===== src/hdl/repeated_tone_burst_generator_assert.svh =====
// Assertion macros for the repeated tone burst generator.
// Expects signals named clock and reset in the including scope.
`ifndef REPEATED_TONE_BURST_GENERATOR_ASSERT_SVH
`define REPEATED_TONE_BURST_GENERATOR_ASSERT_SVH

// check cons in the same cycle as ante, outside reset
`define RTBG_ASSERT_NOW(label, ante, cons, msg) \
   label: assert property (@(posedge clock) disable iff (reset) (ante) |-> (cons)) \
      else $error(msg);

// check cons in the cycle after a reset cycle
`define RTBG_ASSERT_RESET(label, cons, msg) \
   label: assert property (@(posedge clock) reset |=> (cons)) else $error(msg);

`endif


===== src/hdl/rtbg_pkg.sv =====
// Shared types and constants of the repeated tone burst generator.
// No dependencies.
`default_nettype none

package rtbg_pkg;

   localparam int unsigned CSR_INDEX_BITS = 3;
   localparam int unsigned CSR_DATA_BITS  = 32;
   localparam int unsigned SAMPLE_BITS    = 15;
   localparam int unsigned QUEUE_DEPTH    = 2;

   localparam logic [CSR_INDEX_BITS-1:0] CSR_TONE_SAMPLES    = 3'd0;
   localparam logic [CSR_INDEX_BITS-1:0] CSR_SILENCE_SAMPLES = 3'd1;
   localparam logic [CSR_INDEX_BITS-1:0] CSR_RAMP_SAMPLES    = 3'd2;
   localparam logic [CSR_INDEX_BITS-1:0] CSR_TONE_PHASE_STEP = 3'd3;
   localparam logic [CSR_INDEX_BITS-1:0] CSR_RAMP_PHASE_STEP = 3'd4;
   localparam logic [CSR_INDEX_BITS-1:0] CSR_REPEAT_TOTAL    = 3'd5;

   localparam logic [19:0] TONE_SAMPLES_RESET    = 20'd4800;
   localparam logic [19:0] SILENCE_SAMPLES_RESET = 20'd3840;
   localparam logic [15:0] RAMP_SAMPLES_RESET    = 16'd240;
   localparam logic [31:0] TONE_PHASE_STEP_RESET = 32'd89478485;
   localparam logic [31:0] RAMP_PHASE_STEP_RESET = 32'd8947849;
   localparam logic [7:0]  REPEAT_TOTAL_RESET    = 8'd1;

   localparam logic [14:0] AMPLITUDE = 15'd8192;

   localparam logic [1:0] ENV_FLAT = 2'd0;
   localparam logic [1:0] ENV_RISE = 2'd1;
   localparam logic [1:0] ENV_FALL = 2'd2;

   typedef struct packed {
      logic [19:0] tone_samples;
      logic [19:0] silence_samples;
      logic [15:0] ramp_samples;
      logic [31:0] tone_phase_step;
      logic [31:0] ramp_phase_step;
      logic [7:0]  repeat_total;
   } cfg_type;

   typedef struct packed {
      logic        tone;
      logic        done;
      logic [1:0]  env_mode;
      logic [31:0] tone_phase;
      logic [31:0] ramp_phase;
   } work_type;

endpackage

`default_nettype wire


===== src/hdl/rtbg_if.sv =====
// Channel interfaces: sample tick requests, audio results, register writes.
// Depends on rtbg_pkg.
`default_nettype none


interface rtbg_csr_if import rtbg_pkg::*; ();
   logic                      valid;
   logic                      ready;
   logic [CSR_INDEX_BITS-1:0] index;
   logic [CSR_DATA_BITS-1:0]  data;
   modport source (output valid, output index, output data, input ready);
   modport sink (input valid, input index, input data, output ready);
endinterface

`default_nettype wire


===== src/hdl/rtbg_csr.sv =====
// Configuration registers of the tone burst generator.
// Depends on rtbg_pkg and rtbg_csr_if.
`default_nettype none

module rtbg_csr import rtbg_pkg::*; (
   input  logic          clock,
   input  logic          reset,
   rtbg_csr_if.sink      csr_if,
   output cfg_type       cfg
);

   cfg_type cfg_ff;
   cfg_type cfg_in;

   assign csr_if.ready = 1'b1;
   assign cfg = cfg_ff;

   always_comb begin
      cfg_in = cfg_ff;
      if (csr_if.valid) begin
         unique case (csr_if.index)
            CSR_TONE_SAMPLES:    cfg_in.tone_samples    = csr_if.data[19:0];
            CSR_SILENCE_SAMPLES: cfg_in.silence_samples = csr_if.data[19:0];
            CSR_RAMP_SAMPLES:    cfg_in.ramp_samples    = csr_if.data[15:0];
            CSR_TONE_PHASE_STEP: cfg_in.tone_phase_step = csr_if.data;
            CSR_RAMP_PHASE_STEP: cfg_in.ramp_phase_step = csr_if.data;
            CSR_REPEAT_TOTAL:    cfg_in.repeat_total    = csr_if.data[7:0];
            default:             cfg_in = cfg_ff;
         endcase
      end
   end

   always_ff @(posedge clock) begin
      if (reset) begin
         cfg_ff.tone_samples    <= TONE_SAMPLES_RESET;
         cfg_ff.silence_samples <= SILENCE_SAMPLES_RESET;
         cfg_ff.ramp_samples    <= RAMP_SAMPLES_RESET;
         cfg_ff.tone_phase_step <= TONE_PHASE_STEP_RESET;
         cfg_ff.ramp_phase_step <= RAMP_PHASE_STEP_RESET;
         cfg_ff.repeat_total    <= REPEAT_TOTAL_RESET;
      end else begin
         cfg_ff <= cfg_in;
      end
   end

endmodule

`default_nettype wire


===== src/flat_wrapper.sv =====
// flat-port wrapper written by rule: the top's interface ports become plain ports
module rtbg_csr_flat import rtbg_pkg::*;
  (clock, reset, cfg, csr_if_valid, csr_if_index, csr_if_data, csr_if_ready);
  rtbg_csr_if csr_if_i ();
  input  logic clock;
  input  logic reset;
  output cfg_type cfg;
  input wire logic [$bits(csr_if_i.valid)-1:0] csr_if_valid;
  input wire logic [$bits(csr_if_i.index)-1:0] csr_if_index;
  input wire logic [$bits(csr_if_i.data)-1:0] csr_if_data;
  output wire logic [$bits(csr_if_i.ready)-1:0] csr_if_ready;
  assign csr_if_i.valid = csr_if_valid;
  assign csr_if_i.index = csr_if_index;
  assign csr_if_i.data = csr_if_data;
  assign csr_if_ready = csr_if_i.ready;
  rtbg_csr u_core (.clock(clock), .reset(reset), .csr_if(csr_if_i), .cfg(cfg));
endmodule

===== config.mk =====
export PLATFORM = sky130hd
export DESIGN_NAME = rtbg_csr_flat
export DESIGN_NICKNAME = d
export VERILOG_FILES = /design/src/hdl/repeated_tone_burst_generator_assert.svh /design/src/hdl/rtbg_pkg.sv /design/src/hdl/rtbg_if.sv /design/src/hdl/rtbg_csr.sv /design/src/flat_wrapper.sv
export SDC_FILE = /design/constraint.sdc
export NUM_CORES = 1
export LEC_CHECK = 0
export BUFFER_PORTS_ARGS = -buffer_cell sky130_fd_sc_hd__buf_2
export CORE_ASPECT_RATIO = 1.1
export CORE_MARGIN = 2
export CORE_UTILIZATION = 45
export DETAILED_ROUTE_END_ITERATION = 12
export PLACE_DENSITY = 0.72
export SETUP_SLACK_MARGIN = 0.3
export SLEW_MARGIN = 20
export SYNTH_ARGS = -nofsm -noshare
export SYNTH_HDL_FRONTEND = slang
export SYNTH_SLANG_ARGS = --single-unit

===== constraint.sdc =====
create_clock -name clock -period 1.81 [get_ports clock]
set_input_delay 0.181 -clock clock [delete_from_list [all_inputs] [get_ports clock]]
set_output_delay 0.181 -clock clock [all_outputs]
set_load 0.02 [all_outputs]

* Word level (Yosys, flattened, before mapping)
Cells that the tools add are included.
** Word-level totals
- Flip-flop bits (word level) :: 128
- Input bits :: 38
- Word-level logic and storage cells :: 18
** Cells by class
- Equality and inequality tests :: 5
- Reductions and logical operators :: 7
** Operators by type and width (number)
- $reduce_and 2->1 :: 6
- $eq 3x2->1 const B :: 2
- $eq 3x3->1 const B :: 2
- $eq 3x1->1 const B :: 1
- $logic_not 3->1 :: 1

* Longest topological paths before layout
Gate-level depths: netlist of run 1.
- Depth in word-level cells :: 2
- Gate-level depth with buffers :: 5

* Worst setup path before layout of run 1
Ideal clock, no wire load.
- Path type :: in2reg
- Start point :: in csr_if_index[1]
- End point :: reg u_core.cfg_ff, in the netlist u_core.cfg[121]
- Library setup time :: 0.122 ns
- Data arrival time :: 1.214 ns
- Data required time :: 1.688 ns
- Path slack :: 0.474 ns
- Stages on the path :: 5
- Path buffers :: 3
- Cell sequence :: buf_2 > or4b_1 > buf_2 > buf_6 > mux2i_1
** Between the ends
- Cells in the longest elaborated chain, start to end :: 2
** RTL lines
- from (decl) :: RTL line flat_wrapper.sv:9 : input wire logic [$bits(csr_if_i.index)-1:0] csr_if_index;
- $logic_not 3->1 :: RTL line rtbg_csr.sv:21 : unique case (csr_if.index)
- $reduce_and 2->1 (no source line)
- to (signal assigned) :: RTL line rtbg_csr.sv:42 : cfg_ff <= cfg_in;
- to (decl) :: RTL line rtbg_csr.sv:12 : cfg_type cfg_ff;
No other way between the ends.
A chain may end at the register's enable or synchronous reset.

* Worst setup path in the final report of run 1
- Start point :: reg u_core.cfg_ff, in the netlist u_core.cfg[77]
- End point :: out cfg[77] (netlist bit)
** RTL lines
- to (decl) :: RTL line flat_wrapper.sv:7 : output cfg_type cfg;
No word-level cell between the ends.

==> results.json, run 1 <==
{
  "endpoint_kind": "primary output",
  "holdBufCountCts": 0,
  "leakagePower_nw": 3.37,
  "grt_pass1_wl_um": 19900,
  "setup_tns_ps": 0,
  "start_kind": "flip-flop",
  "syn_nets": 526,
  "fmax_mhz": 880,
  "drc": 0,
  "dieWidth_um": 106,
  "cp_max_fo": 2,
  "slew_violations": 0,
  "initial_core_util": 0.466,
  "cts_tree": "done",
  "numClockSinks": 128,
  "drt_iter0_markers": 120,
  "postRouteAntennaNets": 0,
  "crit_arrival_ps": 960,
  "rows": 40,
  "vias": 3878,
  "clk-insertion-delay-late_ps": 400,
  "chipHeight_um": 116,
  "layout_commonest_cell": "buf_2",
  "min_path_type": "in2reg",
  "hold_viol": 0,
  "port_buffers": 165,
  "place.gp.congestion": 0.786,
  "yosys_warnings": 0,
  "cp.required_ps": 1630,
  "ios": 167,
  "postSynthAreaPerCell_um2": 10.5,
  "design_power_total_mw": 7.34,
  "place_hpwl_um": 9010,
  "cts_resized": 0,
  "grt_usage": 0.209,
  "nets": 692,
  "yosysSeqAreaShare": 0.499,
  "crit_slowest_cell": "dfxtp_1",
  "path_cells": "buf_2",
  "grt_setup_unrepaired": "no",
  "max_stage_delay_ps": 370,
  "synth_cell_types": 15,
  "setup_viol": 0,
  "drive_gt1_frac": 0.331,
  "cts_root_buf": "clkbuf_16",
  "final_cell_area_mm2": 0.00685,
  "antenna_cells": 0,
  "max_slew_margin": 0.663,
  "post_dp_cell_area_mm2": 0.00617,
  "worstMarginPinSlew_ps": 503,
  "period_needed_ps": 1140,
  "critPathBufInv": 1,
  "fin_skew_ps": 0,
  "routedWlPerCell_um": 15.5,
  "pwr_density_cell_mw_per_mm2": 1070,
  "synth_area_mm2": 0.00513,
  "ir_worst_vdd_mv": 0.596,
  "finalWirelength_um": 12600,
  "cts.repair_timing.setup_buffer_count": 0,
  "viasPerCell": 4.76,
  "crit_family": "flip-flops",
  "r2r_slack_ps": 1180,
  "fill_cells": 931,
  "core_area_mm2": 0.0110,
  "area_delta_synth_final_pct": 33.4,
  "largest_reg_flops": 128,
  "drt-pass1-iter-count": 4,
  "clock_path_buffers": 2,
  "crit_type": "reg2out",
  "grt_pass1_vias": 3940,
  "cts_inserted_buffers": 17,
  "status": "complete, no violations",
  "synthCells": 488,
  "timing.final.crit_share": 0.628,
  "grt_antenna_before_repair": 0,
  "final_cell_mix": "buf_2 (164), mux2i_1 (128), dfxtp_1 (128)",
  "grt_start_max_net_pins": 50,
  "ys_ff_latch": 128,
  "htreeDepth": 4,
  "design.die.area_mm2": 0.0123,
  "drv_cap": 0,
  "grt_overflow": 0,
  "cts.reportedPaths.clkPinSlew_ps": 60
}
routing by layer:
metal | global-route usage | routed length, um | up-vias | share of wire
met5 | 0 | 0 | - | 0
met1 | 0.254 | 5580 | 1815 | 0.44
met4 | 0.0877 | 231 | 0 | 0.018
met2 | 0.346 | 6040 | 102 | 0.48
li1 | - | - | 1942 | -
met3 | 0.0658 | 735 | 19 | 0.058
report_power, final:
part | internal [mW] | total (mW) | switching [mW]
clock network | 2.61 | 3.91 | 1.30
registers | 2.88 | 2.91 | 0.0334
logic | 0.218 | 0.515 | 0.297
total | 5.71 | 7.34 | 1.63
Yosys cell counts:
library cell    n  area share
conb_1          1     0.00073
nor4bb_1        1      0.0019
buf_4           3      0.0044
or4b_1          1      0.0019
dfxtp_1       128        0.50
clkbuf_1       21       0.015
nand4b_1        2      0.0034
buf_2          13       0.013
buf_6           2      0.0044
nand4bb_1       3      0.0066
nand2b_1      126        0.15
and4b_1         2      0.0039
mux2i_1       128        0.25
nor4b_1         1      0.0017
nor2_1         56       0.041
stage by stage:
stage | hold slack, ps | setup WS, ps | util | instances
after floorplan | 336 | 474 | - | 488
after global placement | 454 | 459 | 0.560 | 782
after detailed placement | 456 | 439 | 0.560 | 782
after CTS | 39.1 | 666 | 0.622 | 814
after global routing | 43.4 | 648 | 0.622 | 814
final | 56.3 | 673 | 0.622 | 814
cell families (layout without fill, tap and decap cells):
family,after synthesis,in the layout,share of synthesized area
muxes,128,128,0.250
DFF,128,128,0.499
buffers and inverters,39,218,0.0368
other,1,1,0.000730
and+or+nand+nor,192,192,0.214
cell type report:
type	count	area, um^2	area share
flip-flops and latches	128	2560	0.374
multi-input cells	321	2410	0.352
repair buffers	186	1010	0.148
clock buffers	17	425	0.0621
clock inverters	15	255	0.0373
well taps	147	184	0.0269
final timing paths:
kind / endpoint / cells after the start / startpoint
max reg2reg: u_core.cfg[78]$_SDFFE_PP1P_ / 2 / u_core.cfg[78]$_SDFFE_PP1P_
min reg2reg: u_core.cfg[26]$_SDFFE_PP0P_ / 2 / u_core.cfg[26]$_SDFFE_PP0P_
max: cfg[77] / 1 / u_core.cfg[77]$_SDFFE_PP1P_
min: u_core.cfg[63]$_SDFFE_PP0P_ / 3 / csr_if_data[23]
(Power assumes the default switching activity.)
==> inputs of run 2 (changes only) <==
ABC_AREA = 1   (was not set)
PLACE_DENSITY = 0.75   (was 0.72)
clock period = 0.9 ns   (was 1.81 ns; I/O delays follow)
==> run 2 against run 1 <==
Critical endpoint is now cfg[104]. Synthesized cell count rose by 45%. Critical path depth did not move. Hold slack got worse by 120 ps. Global-route usage rose by 11 points. Combinational power rose to 5.8 times the previous value. Largest cell class is now multi-input gates. Utilization rose by 30 points. The run now ends with hold timing, setup timing left. Sequential share of layout area fell by 10 points. Total power rose by 120%. Via count rose by 76%. Wire length rose by 130%. Sequential power rose by 110%. Clock skew did not move.
==> results.json, run 2 <==
{
  "status": "finished, violations left",
  "violations": "hold timing, setup timing",
  "slew_violations": 0,
  "cp.required_ps": 810,
  "critPathBufInv": 1,
  "clk-insertion-delay-late_ps": 430,
  "grt_start_max_net_pins": 33,
  "final_cell_mix": "buf_6 (164), nor2_1 (141), dfxtp_2 (128)",
  "cp_max_fo": 2,
  "crit_family": "flip-flops",
  "drt-pass1-iter-count": 7,
  "fin_skew_ps": 0,
  "path_cells": "buf_6",
  "synthCells": 708,
  "syn_nets": 746,
  "synth_edf_count": 0,
  "finalWirelength_um": 28800,
  "crit_type": "reg2out",
  "synthAdderAreaFrac": 0,
  "grt_overflow": 0,
  "setup_viol": 128,
  "crit_arrival_ps": 950,
  "r2r_end": "u_core.cfg[104]$_SDFFE_PP0P_",
  "reg2regPathDepth": 4,
  "synth_top_family_by_area": "simple AND/OR/NAND/NOR gates",
  "ir_worst_vdd_mv": 1.56,
  "hold_viol": 10,
  "core_area_mm2": 0.0109,
  "min_from": "csr_if_data[23]",
  "yosysMostFrequentCell": "nor2_1",
  "yosys-top-cells-count": "nor2_1 (195), nand2_1 (171), dfxtp_1 (128), nand3_1 (124), inv_1 (32)",
  "initial_core_util": 0.459,
  "synthArstFlopShare": 0,
  "max_stage_delay_ps": 380,
  "htreeDepth": 4,
  "design.die.area_mm2": 0.0119,
  "nets": 989,
  "clock_path_buffers": 2,
  "place_hpwl_um": 11100,
  "timing.hold.ws_ps": -68.3,
  "viasPerCell": 6.13,
  "holdBufCountCts": 14,
  "min_to": "u_core.cfg[31]$_SDFFE_PP1P_",
  "timing.final.crit_share": 1.15,
  "grt_pass1_wl_um": 29400,
  "area_delta_synth_final_pct": 101,
  "drc": 0,
  "ys_ff_latch": 128,
  "chipHeight_um": 114,
  "synth_xor_area_frac": 0,
  "leakagePower_nw": 4.34,
  "grt_usage": 0.318,
  "routedWlPerCell_um": 25.9,
  "synth.area.top_cells": "dfxtp_1 (51%), nor2_1 (15%), nand2_1 (13%)",
  "yosysTopAreaCellShare": 0.515,
  "fill_cells": 327,
  "start_kind": "flip-flop",
  "design_power_total_mw": 16.0,
  "endpoint_kind": "primary output",
  "postSynthAreaPerCell_um2": 7.03,
  "min_path_type": "in2reg",
  "reg2reg_from": "u_core.cfg[104]$_SDFFE_PP0P_",
  "period_needed_ps": 1040,
  "synth_top_area_cell": "dfxtp_1",
  "cts_inserted_buffers": 17,
  "layout_commonest_cell": "buf_6",
  "rows": 40,
  "ios": 167,
  "synth_top_flop_cell": "dfxtp_1",
  "drv_cap": 0,
  "synth_area_mm2": 0.00498,
  "grt_setup_unrepaired": "yes",
  "drt_iter0_markers": 884,
  "whs_path_depth": 3,
  "port_buffers": 165,
  "drive_gt1_frac": 0.671,
  "synth_simple_gate_area_frac": 0.412,
  "place.gp.congestion": 0.867,
  "dieWidth_um": 104,
  "cts.reportedPaths.clkPinSlew_ps": 60,
  "cts_root_buf": "clkbuf_16",
  "vias": 6815,
  "synth-compound-area-share": 0.00101,
  "yosys_warnings": 0,
  "yosysSeqAreaShare": 0.515,
  "synthMuxAreaShare": 0,
  "crit_slowest_cell": "dfxtp_2",
  "grt_antenna_before_repair": 1,
  "fmax_mhz": 966,
  "postRouteAntennaNets": 0,
  "setup_slack_ps": -135,
  "synth_cell_types": 15,
  "r2r_slack_ps": 80,
  "numClockSinks": 128,
  "grt_pass1_vias": 5568,
  "largest_reg_flops": 128,
  "pwr_density_cell_mw_per_mm2": 1600,
  "cts_tree": "done"
}
## run 2: cell count changes after synthesis, sizes merged, moves of 4 or more
cell / before / now
buf: 18 / 39
mux2i: 128 / 0
nand3: 0 / 124
nand3b: 0 / 4
nor2: 56 / 198
nand2: 0 / 172
inv: 0 / 35
nand2b: 126 / 0
clkbuf: 21 / 6
## run 2: worst max path at each step
stage               cells past startpoint                          end  slack [ps]                         start
finish                                  1                     cfg[104]        -140  u_core.cfg[104]$_SDFFE_PP0P_
global route                            1                     cfg[104]        -130  u_core.cfg[104]$_SDFFE_PP0P_
CTS                                     1                     cfg[126]         -90  u_core.cfg[126]$_SDFFE_PP0P_
detailed placement                      6  u_core.cfg[62]$_SDFFE_PP1P_        -270               csr_if_index[1]
global placement                        6  u_core.cfg[46]$_SDFFE_PP1P_        -240               csr_if_index[1]
floorplan                               7  u_core.cfg[67]$_SDFFE_PP0P_         130                  csr_if_valid
## run 2: cell families after synthesis
family	after synthesis
and+or+nand+nor	498
other	1
DFF	128
buffers and inverters	80
AOI/OAI and AO/OA	1
## run 2: metrics by stage
stage	utilization	setup WS, ps	cells	TNS (ps)	cell area [um^2]
after global placement	0.621	-243	1016	-20690	6750
final	0.923	-135	1112	-11470	10000
after detailed placement	0.621	-269	1016	-22860	6750
after global routing	0.923	-132	1112	-12610	10000
after CTS	0.797	-85.0	1075	-8480	8660
after floorplan	-	131	708	0	5580
## run 2: layout make-up
type	instances	area [um^2]	share of cell area
clock inverter	15	146	0.0146
antenna	1	2.50	0.000250
clock buffer	17	425	0.0424
timing repair buffer	268	3170	0.316
sequential	128	2720	0.272
inverter	35	181	0.0181
tap	147	184	0.0183
multi-input combinational	501	3190	0.318
## run 2: routing by layer
layer  wire length, um  vias to the layer above  part of all wire  track usage
met4              2430                        0             0.084        0.130
met1              9610                     3177              0.33        0.376
met2             13300                      701              0.46        0.551
li1                  -                     2703                 -            -
met3              3450                      234              0.12       0.0831
met5                 0                        -                 0            0
## run 2: power by group
group	leakage (nW)	internal [mW]	switching, mW
Clock	0.274	4.05	2.87
Combinational	2.99	1.28	1.72
Sequential	1.07	5.91	0.197
## run 2: timing repair
item	in CTS	in global routing
setup buffers	11	30
hold endpoints to repair	34	16
pin swaps	18	81
gates resized for setup	408	248
gates cloned	2	8
setup endpoints to repair	227	248
