--- src/hdl/repeated_tone_burst_generator_assert.svh ---
// Assertion macros for the repeated tone burst generator.
// Expects signals named clock and reset in the including scope.
`ifndef REPEATED_TONE_BURST_GENERATOR_ASSERT_SVH
`define REPEATED_TONE_BURST_GENERATOR_ASSERT_SVH

// check cons in the same cycle as ante, outside reset
`define RTBG_ASSERT_NOW(label, ante, cons, msg) \
   label: assert property (@(posedge clock) disable iff (reset) (ante) |-> (cons)) \
      else $error(msg);

// check cons in the cycle after a reset cycle
`define RTBG_ASSERT_RESET(label, cons, msg) \
   label: assert property (@(posedge clock) reset |=> (cons)) else $error(msg);

`endif

--- src/hdl/rtbg_pkg.sv ---
// Shared types and constants of the repeated tone burst generator.
// No dependencies.
`default_nettype none

package rtbg_pkg;

   localparam int unsigned CSR_INDEX_BITS = 3;
   localparam int unsigned CSR_DATA_BITS  = 32;
   localparam int unsigned SAMPLE_BITS    = 15;
   localparam int unsigned QUEUE_DEPTH    = 2;

   localparam logic [CSR_INDEX_BITS-1:0] CSR_TONE_SAMPLES    = 3'd0;
   localparam logic [CSR_INDEX_BITS-1:0] CSR_SILENCE_SAMPLES = 3'd1;
   localparam logic [CSR_INDEX_BITS-1:0] CSR_RAMP_SAMPLES    = 3'd2;
   localparam logic [CSR_INDEX_BITS-1:0] CSR_TONE_PHASE_STEP = 3'd3;
   localparam logic [CSR_INDEX_BITS-1:0] CSR_RAMP_PHASE_STEP = 3'd4;
   localparam logic [CSR_INDEX_BITS-1:0] CSR_REPEAT_TOTAL    = 3'd5;

   localparam logic [19:0] TONE_SAMPLES_RESET    = 20'd4800;
   localparam logic [19:0] SILENCE_SAMPLES_RESET = 20'd3840;
   localparam logic [15:0] RAMP_SAMPLES_RESET    = 16'd240;
   localparam logic [31:0] TONE_PHASE_STEP_RESET = 32'd89478485;
   localparam logic [31:0] RAMP_PHASE_STEP_RESET = 32'd8947849;
   localparam logic [7:0]  REPEAT_TOTAL_RESET    = 8'd1;

   localparam logic [14:0] AMPLITUDE = 15'd8192;

   localparam logic [1:0] ENV_FLAT = 2'd0;
   localparam logic [1:0] ENV_RISE = 2'd1;
   localparam logic [1:0] ENV_FALL = 2'd2;

   typedef struct packed {
      logic [19:0] tone_samples;
      logic [19:0] silence_samples;
      logic [15:0] ramp_samples;
      logic [31:0] tone_phase_step;
      logic [31:0] ramp_phase_step;
      logic [7:0]  repeat_total;
   } cfg_type;

   typedef struct packed {
      logic        tone;
      logic        done;
      logic [1:0]  env_mode;
      logic [31:0] tone_phase;
      logic [31:0] ramp_phase;
   } work_type;

endpackage

`default_nettype wire

--- src/hdl/rtbg_if.sv ---
// Channel interfaces: sample tick requests, audio results, register writes.
// Depends on rtbg_pkg.
`default_nettype none

interface rtbg_req_if;
   logic valid;
   logic ready;
   logic active;
   logic restart;
   modport source (output valid, output active, output restart, input ready);
   modport sink (input valid, input active, input restart, output ready);
endinterface


`default_nettype wire

--- src/hdl/rtbg_front.sv ---
// Tick sequencer: takes sample ticks, runs the burst counters and phases,
// and queues one work descriptor per tick. Depends on rtbg_pkg, rtbg_req_if.
`default_nettype none

module rtbg_front import rtbg_pkg::*; #(
   parameter int unsigned COUNT_BITS = 20
) (
   input  logic     clock,
   input  logic     reset,
   rtbg_req_if.sink req_if,
   input  cfg_type  cfg,
   output logic     push_valid,
   input  logic     push_ready,
   output work_type push_data
);

   localparam int unsigned SUM_BITS = ((COUNT_BITS > 20) ? COUNT_BITS : 20) + 1;

   logic                  in_valid_ff;
   logic                  in_active_ff;
   logic                  in_restart_ff;
   logic [COUNT_BITS-1:0] tone_count_ff, tone_count_in;
   logic [COUNT_BITS-1:0] silence_count_ff, silence_count_in;
   logic [7:0]            bursts_done_ff, bursts_done_in;
   logic [31:0]           tone_phase_ff, tone_phase_in;
   logic [31:0]           ramp_phase_ff, ramp_phase_in;
   logic [31:0]           fall_seed_ff, fall_seed_in;
   logic [16:0]           fall_offset;

   logic [COUNT_BITS-1:0] n_eff, sc_eff, sc_inc;
   logic [7:0]            bd_eff;
   logic [31:0]           tp_eff, rp_eff, ramp_used;
   logic [SUM_BITS-1:0]   n_ext, sc_ext, sc_inc_ext, t_ext, s_ext, r_ext, nr_ext;
   logic                  gen, accept, take;

   assign req_if.ready = !in_valid_ff || push_ready;
   assign accept       = req_if.valid && req_if.ready;
   assign take         = in_valid_ff && push_ready;
   assign push_valid   = in_valid_ff;

   // ramp phase on the first fall tick when the ramps overlap
   assign fall_offset  = {cfg.ramp_samples, 1'b0} - cfg.tone_samples[16:0];
   assign fall_seed_in = 32'(fall_offset * cfg.ramp_phase_step);

   assign n_eff  = in_restart_ff ? '0 : tone_count_ff;
   assign sc_eff = in_restart_ff ? '0 : silence_count_ff;
   assign bd_eff = in_restart_ff ? '0 : bursts_done_ff;
   assign tp_eff = in_restart_ff ? '0 : tone_phase_ff;
   assign rp_eff = in_restart_ff ? '0 : ramp_phase_ff;
   assign sc_inc = sc_eff + 1'b1;

   assign n_ext      = SUM_BITS'(n_eff);
   assign sc_ext     = SUM_BITS'(sc_eff);
   assign sc_inc_ext = SUM_BITS'(sc_inc);
   assign t_ext      = SUM_BITS'(cfg.tone_samples);
   assign s_ext      = SUM_BITS'(cfg.silence_samples);
   assign r_ext      = SUM_BITS'(cfg.ramp_samples);
   assign nr_ext     = n_ext + r_ext;
   assign gen        = (bd_eff < cfg.repeat_total) && in_active_ff;

   always_comb begin
      tone_count_in    = n_eff;
      silence_count_in = sc_eff;
      bursts_done_in   = bd_eff;
      tone_phase_in    = tp_eff;
      ramp_phase_in    = rp_eff;
      ramp_used        = rp_eff;
      push_data        = '0;
      if (gen) begin
         if (n_ext < t_ext) begin
            push_data.tone = 1'b1;
            if (n_ext < r_ext) begin
               push_data.env_mode = ENV_RISE;
            end else if (nr_ext >= t_ext) begin
               push_data.env_mode = ENV_FALL;
               if (nr_ext == t_ext) begin
                  ramp_used = '0;
               end else if (n_ext == r_ext) begin
                  ramp_used = fall_seed_ff;
               end
            end else begin
               push_data.env_mode = ENV_FLAT;
            end
            push_data.tone_phase = tp_eff;
            push_data.ramp_phase = ramp_used;
            ramp_phase_in        = ramp_used + cfg.ramp_phase_step;
            tone_phase_in        = tp_eff + cfg.tone_phase_step;
            tone_count_in        = n_eff + 1'b1;
         end else if (sc_ext < s_ext) begin
            silence_count_in = sc_inc;
            if (sc_inc_ext == s_ext) begin
               tone_count_in    = '0;
               silence_count_in = '0;
               tone_phase_in    = '0;
               ramp_phase_in    = '0;
               bursts_done_in   = bd_eff + 1'b1;
            end
         end
      end else begin
         push_data.done = (bd_eff == cfg.repeat_total);
      end
   end

   always_ff @(posedge clock) begin
      if (reset) begin
         in_valid_ff      <= 1'b0;
         tone_count_ff    <= '0;
         silence_count_ff <= '0;
         bursts_done_ff   <= '0;
         tone_phase_ff    <= '0;
         ramp_phase_ff    <= '0;
      end else begin
         if (accept) begin
            in_valid_ff <= 1'b1;
         end else if (take) begin
            in_valid_ff <= 1'b0;
         end
         if (take) begin
            tone_count_ff    <= tone_count_in;
            silence_count_ff <= silence_count_in;
            bursts_done_ff   <= bursts_done_in;
            tone_phase_ff    <= tone_phase_in;
            ramp_phase_ff    <= ramp_phase_in;
         end
      end
   end

   always_ff @(posedge clock) begin
      fall_seed_ff <= fall_seed_in;
      if (accept) begin
         in_active_ff  <= req_if.active;
         in_restart_ff <= req_if.restart;
      end
   end

endmodule

`default_nettype wire

--- src/flat_wrapper.sv ---
// flat-port wrapper written by rule: the top's interface ports become plain ports
module rtbg_front_flat import rtbg_pkg::*;
#(
   parameter int unsigned COUNT_BITS = 20
)
  (clock, reset, cfg, push_valid, push_ready, push_data, req_if_valid, req_if_active, req_if_restart, req_if_ready);
  rtbg_req_if req_if_i ();
  input  logic clock;
  input  logic reset;
  input  cfg_type cfg;
  output logic push_valid;
  input  logic push_ready;
  output work_type push_data;
  input wire logic [$bits(req_if_i.valid)-1:0] req_if_valid;
  input wire logic [$bits(req_if_i.active)-1:0] req_if_active;
  input wire logic [$bits(req_if_i.restart)-1:0] req_if_restart;
  output wire logic [$bits(req_if_i.ready)-1:0] req_if_ready;
  assign req_if_i.valid = req_if_valid;
  assign req_if_i.active = req_if_active;
  assign req_if_i.restart = req_if_restart;
  assign req_if_ready = req_if_i.ready;
  rtbg_front #(.COUNT_BITS(COUNT_BITS)) u_core (.clock(clock), .reset(reset), .req_if(req_if_i), .cfg(cfg), .push_valid(push_valid), .push_ready(push_ready), .push_data(push_data));
endmodule
--- config.mk ---
export PLATFORM = sky130hd
export DESIGN_NAME = rtbg_front_flat
export DESIGN_NICKNAME = d
export VERILOG_FILES = /design/src/hdl/repeated_tone_burst_generator_assert.svh /design/src/hdl/rtbg_pkg.sv /design/src/hdl/rtbg_if.sv /design/src/hdl/rtbg_front.sv /design/src/flat_wrapper.sv
export SDC_FILE = /design/constraint.sdc
export NUM_CORES = 2
export LEC_CHECK = 0
export ABC_AREA = 1
export ABC_CLOCK_PERIOD_IN_PS = 16700
export BUFFER_PORTS_ARGS = -buffer_cell sky130_fd_sc_hd__buf_2
export CAP_MARGIN = 15
export CORE_ASPECT_RATIO = 0.8
export CORE_MARGIN = 4
export CORE_UTILIZATION = 55
export DETAILED_ROUTE_END_ITERATION = 16
export GPL_ROUTABILITY_DRIVEN = 0
export GPL_TIMING_DRIVEN = 0
export PLACE_DENSITY = 0.8
export SLEW_MARGIN = 20
export SYNTH_ARGS = -nofsm -noshare
export SYNTH_HDL_FRONTEND = slang
export SYNTH_SLANG_ARGS = --single-unit
--- constraint.sdc ---
create_clock -name clock -period 16.7 [get_ports clock]
set_clock_uncertainty 0.15 [all_clocks]
set_input_delay 0.835 -clock clock [delete_from_list [all_inputs] [get_ports clock]]
set_output_delay 0.835 -clock clock [all_outputs]
set_load 0.005 [all_outputs]
# After elaboration in Yosys (flattened, before gate mapping)

Cells that the tools add are included.

Output and inout port bits: 70
Bits of input ports: 134
Register bits after elaboration: 147
Bits in latches: 0
Logic and storage cells: 72
Memories kept: 0
RAM bits: 0
Bits in read-only memories: 0

$lt $le $gt $ge: 5
Mux-type cells: 40
Divide/modulo/power cells: 0
Equal/unequal tests: 4
Add/sub/neg operators: 7
Reductions and logical operators: 6
Shift-type cells: 0
Bitwise gates (word level): 0
Multipliers: 1

Operators by type and width:

| kind                                                             | count |
|---|---|
| 32-bit two-way mux                                               | 16 |
| 20-bit two-way mux                                               | 10 |
| 66-bit two-way mux                                               | 2 |
| 32-bit adder                                                     | 2 |
| 20-bit by 1-bit adder with 20-bit output (second input constant) | 2 |
| 20-bit less-than comparator                                      | 2 |
| 8-bit two-way mux                                                | 5 |
| 17-bit by 32-bit multiplier with 32-bit output                   | 1 |
| 20-bit by 16-bit adder with 21-bit output                        | 1 |
| 21-bit by 20-bit equality test with 1-bit output                 | 1 |
| 21-bit by 20-bit >= comparator with 1-bit output                 | 1 |
| 20-bit by 16-bit equality test with 1-bit output                 | 1 |
| 20-bit equality test                                             | 1 |
| 20-bit by 16-bit less-than comparator with 1-bit output          | 1 |
| 17-bit subtractor                                                | 1 |
| 8-bit by 1-bit adder with 8-bit output (second input constant)   | 1 |
| 8-bit equality test                                              | 1 |
| 8-bit less-than comparator                                       | 1 |
| 1-bit two-way mux                                                | 5 |
| 2-bit two-way mux                                                | 2 |
| 1-bit logical AND                                                | 3 |
| 2-bit nonzero test                                               | 1 |
| 1-bit zero test                                                  | 1 |
| 1-bit logical OR                                                 | 1 |

# Logic depth before layout (Yosys ltp)

Word-level depth: 11
Depth in mapped cells: 51
Gate-level depth less buffers: 47

# Worst setup path after synthesis

OpenSTA, ideal clock, no wires.

Path type: input-to-reg
From: input cfg[111] (netlist bit)
To: register u_core.fall_seed_ff[27]
Path buffers: 1
Cell stages on the path: 29
Setup time: 0.120 ns
Path slack: 9.306 ns
Required time: 16.430 ns
Arrival time: 7.124 ns
Path through: inv_1 ha_1 nand2_1 nor2_1 nand2_1 nand3_1 xor2_1 clkbuf_1 nand2_1 fa_1 inv_1 fa_1 inv_1 fa_1 inv_1 fa_1 inv_1 fa_1 inv_1 fa_1 ha_1 nand2_1 o21ai_0 a21oi_1 o21ai_0 a21oi_1 o21ai_0 a21oi_1 xnor2_1

Longest elaborated chain between the ends: 2

Ends and longest elaborated chain:

| element                                        | line               | RTL |
|---|---|---|
| start, declared                                | flat_wrapper.sv:10 | `input cfg_type cfg;` |
| 17-bit subtractor                              | rtbg_front.sv:42   | `assign fall_offset = {cfg.ramp_samples, 1'b0} - cfg.tone_samples[16:0];` |
| 17-bit by 32-bit multiplier with 32-bit output | rtbg_front.sv:43   | `assign fall_seed_in = 32'(fall_offset * cfg.ramp_phase_step);` |
| via u_core.fall_seed_in[27]                    | rtbg_front.sv:27   | `logic [31:0] fall_seed_ff, fall_seed_in;` |
| end signal, assigned                           | rtbg_front.sv:129  | `fall_seed_ff <= fall_seed_in;` |
| end, declared                                  | rtbg_front.sv:27   |  |

The timed path passes the listed nets, and every way through them passes these cells.
A chain may end at the register's enable or synchronous reset.

# Final worst setup path

From: register u_core.in_restart_ff
To: register u_core.ramp_phase_ff[31]

Longest elaborated chain between the ends: 11
Elaborated cells on any way between the ends: 26
Classes of those cells: 3 x add/sub; 5 x order compare; 3 x eq/ne; 14 x mux; 1 x reduce/logical

Ends and longest elaborated chain:

| element                                               | line              | RTL |
|---|---|---|
| start, declared                                       | rtbg_front.sv:21  | `logic in_restart_ff;` |
| start signal, assigned                                | rtbg_front.sv:132 | `in_restart_ff <= req_if.restart;` |
| branches (longest 10 deep; another with 32-bit adder) | -                 |  |
| 32-bit two-way mux (*)                                | rtbg_front.sv:69  | `if (gen) begin` |
| end signal, assigned                                  | rtbg_front.sv:123 | `ramp_phase_ff <= ramp_phase_in;` |
| end, declared                                         | rtbg_front.sv:26  | `logic [31:0] ramp_phase_ff, ramp_phase_in;` |

Every way passes the cells marked *. The select of a mux whose other input is x is not followed.

==> impl_metrics.py <==
metrics = {
    "status": {
        "status": "finished clean",
    },
    "clocking": {
        "cts.sinks": 147,
        "cts_tree": "yes",
        "cts-hold-fix-buffers": 0,
        "clock_path_buffers": 2,
        "cts_inserted_buffers": 17,
        "clkTransAtPathRegs_ns": 0.06,
        "post-cts-setup-buffers": 0,
        "ctsResizeCount": 0,
        "cts_root_buf": "clkbuf_16",
        "clk_latency_ns": 0.46,
        "htreeDepth": 4,
    },
    "floorplanning": {
        "io_pins": 204,
        "dieArea_um2": 56800,
        "die_y_um": 214,
        "die_x_um": 266,
        "coreArea_um2": 52500,
        "core.rowCount": 75,
        "start_util": 0.556,
    },
    "global_route": {
        "grt_pass1_vias": 28700,
        "grt_pass1_wl_um": 155000,
        "grt_max_degree": 17,
        "antenna_found_initial": 3,
        "overflow": 0,
        "grt_usage": 0.341,
    },
    "critical_path": {
        "max_stage_delay_ns": 0.69,
        "crit_path_top_delay_cell": "o21ai_0",
        "cp_max_fo": 10,
        "cp_common_cell": "nand2_1",
        "worstSetupPathType": "reg2reg",
        "cp.required_ns": 16.92,
        "worstSetupEndpointType": "flop",
        "start_kind": "flop",
        "crit_arrival_ns": 10.29,
    },
    "synthesis": {
        "synth_mux_area_frac": 0,
        "synth_adder_area_share": 0.327,
        "syn-num-nets": 5200,
        "synth_largest_area_cell": "fa_1",
        "yosysUniqueCellTypes": 57,
        "synth_xor_area_frac": 0.0289,
        "netlist_area_um2": 29200,
        "yosysTopAreaCellShare": 0.222,
        "synth_compound_area_frac": 0.134,
        "synthCells": 4497,
        "ys_seq_area_frac": 0.102,
        "synth_top_family_by_area": "adder cells",
        "synthTopCellsByArea": "fa_1, nand2_1, inv_1, ha_1, dfxtp_1",
        "syn_avg_cell_area_um2": 6.49,
        "synth-seq-cells": 147,
        "ys_warn_count": 0,
        "synth_simple_gate_area_share": 0.268,
    },
    "sta": {
        "finalSetupTns_ns": 0,
        "hold_viol": 0,
        "slew_headroom": 0.294,
        "fin_crit_sh": 0.603,
        "rsz0062_at_grt": "false",
        "slew_violations": 0,
        "setup-violations-final": 0,
        "fin_ws_ns": 6.63,
        "fmax_ghz": 0.0993,
        "tightest_slew_ns": 1.05,
        "fin_crit_ns": 10.07,
    },
    "route": {
        "wire_per_inst_um": 18.2,
        "wl_um": 98700,
        "num_vias": 31000,
        "drtAntennaViolNets": 0,
        "post-route-drc-count": 0,
        "drt_first_pass_iters": 8,
        "drt_iter0_markers": 4176,
        "viasPerCell": 5.71,
    },
    "place": {
        "place_hpwl_um": 82000,
        "port-buffer-count": 202,
        "pre_cts_slack_ns": 7.19,
    },
    "layout": {
        "antenna_cells": 0,
        "area_delta_synth_final_pct": 8.58,
        "n_fill_cell": 4934,
        "nNetsFinal": 5421,
        "drive_gt1_frac": 0.0651,
    },
    "min_path": {
        "holdCritPathClass": "reg2reg",
    },
    "run": {
        "maxCapViolCount": 0,
    },
}
## synthesized netlist by cell type, drive strengths merged
cell,instances
nand3,215
o22ai,6
buf,33
nor4,10
nand4,42
xor2,61
a31o,1
a2111oi,1
o21a,5
clkbuf,131
nor3,32
o211a,1
or2,10
a211oi,6
nand3b,25
a221o,1
nor4b,1
inv,900
and2,7
dfxtp,145
o21bai,9
a21oi,391
or3,1
or3b,1
ha,246
a21o,23
clkinv,6
and3,1
a21boi,6
o31ai,6
nand2,1120
edfxtp,2
o221ai,3
xnor3,2
o211ai,13
o21ai,233
xnor2,30
a31oi,20
nor2,423
a221oi,3
fa,323
o2111ai,2
## metal layers
metal  part of all wire  wire length, um  up-vias  track usage
met5            0.00022               22        -            0
met4              0.038             3750        4        0.118
met3               0.15            15200      248        0.116
met2               0.40            39400     2017        0.478
met1               0.41            40300    14300        0.490
li1                   -                -    14400            -
## kinds of logic after synthesis
| logic type | Yosys count |
|---|---|
| simple gates | 1888 |
| buf+inv | 1070 |
| compound gates | 730 |
| fa+ha+maj | 569 |
| flops | 147 |
| xor+xnor | 93 |
## metrics by stage
stage | area (um2) | hold WS (ns) | instances | utilization
after CTS | 31700 | 0.315 | 5424 | 0.604
final | 31700 | 0.316 | 5424 | 0.604
after detailed placement | 31100 | 0.305 | 5392 | 0.592
after floorplan | 29200 | 0.295 | 4497 | -
after global routing | 31700 | 0.331 | 5424 | 0.604
after global placement | 31100 | 0.302 | 5392 | 0.592
## placed cells by master (no fill, tap or decap), types with 6 or more instances in the layout
cell / synthesis / layout
or2_2: 9 / 9
nor4_1: 10 / 10
o21ai_1: 26 / 26
o22ai_1: 6 / 6
a211oi_1: 6 / 6
nand3b_1: 24 / 24
o211ai_1: 13 / 13
o21ai_0: 206 / 206
o21bai_1: 9 / 9
ha_1: 246 / 246
xnor2_1: 30 / 30
a21boi_0: 6 / 6
xor2_1: 61 / 61
buf_1: 13 / 13
inv_2: 11 / 11
clkinv_1: 6 / 6
nor2_2: 10 / 10
fa_1: 323 / 323
nand3_1: 213 / 213
nor3_1: 28 / 28
clkbuf_1: 129 / 132
o31ai_1: 6 / 6
nand4_1: 42 / 42
nand2_1: 1115 / 1115
a21o_1: 23 / 23
buf_4: 6 / 6
nor2_4: 8 / 8
a21oi_1: 391 / 391
and2_1: 7 / 7
nor2_1: 404 / 404
inv_1: 889 / 889
clkbuf_16: 0 / 17
a31oi_1: 20 / 20
dfxtp_1: 145 / 145
buf_2: 9 / 211
## worst paths after layout
kind	start	end	slack, ns	cells past startpoint
hold reg to reg	u_core.tone_count_ff[9]	u_core.tone_count_ff[9]	0.32	2
hold / removal	u_core.tone_count_ff[9]	u_core.tone_count_ff[9]	0.32	2
setup / recovery	u_core.in_restart_ff	u_core.ramp_phase_ff[31]	6.63	51
setup reg to reg	u_core.in_restart_ff	u_core.ramp_phase_ff[31]	6.63	51
## sequential cells by signal, summed over array words and instances (netlist names)
signal / cells
u_core.fall_seed_ff: 32
u_core.tone_count_ff: 20
u_core.bursts_done_ff: 8
u_core.push_valid: 1
u_core.in_active_ff: 1
u_core.ramp_phase_ff: 32
u_core.tone_phase_ff: 32
u_core.in_restart_ff: 1
u_core.silence_count_ff: 20
## critical path, delay by kind of cell, from the launching register on
| family | cells | cell delay (ns) |
|---|---|---|
| AOI/OAI and AO/OA | 11 | 2.65 |
| and+or+nand+nor | 25 | 3.10 |
| adders and majority gates | 3 | 1.05 |
| DFF | 1 | 0.65 |
| buffers and inverters | 12 | 2.34 |
## final cells by class
type                    count  area, um2  area share
well taps                 693        867      0.0274
repair buffers            202       1010      0.0319
clock inverters             7        119     0.00375
inverters                 906       3400       0.107
multi-input cells        3280      22100       0.698
clock buffers              25        505      0.0160
flip-flops and latches    147       2960      0.0935
plain buffers             164        689      0.0218
Power is not shown: default switching activity piles up to over one toggle a cycle in this logic, so the estimate is an artifact.
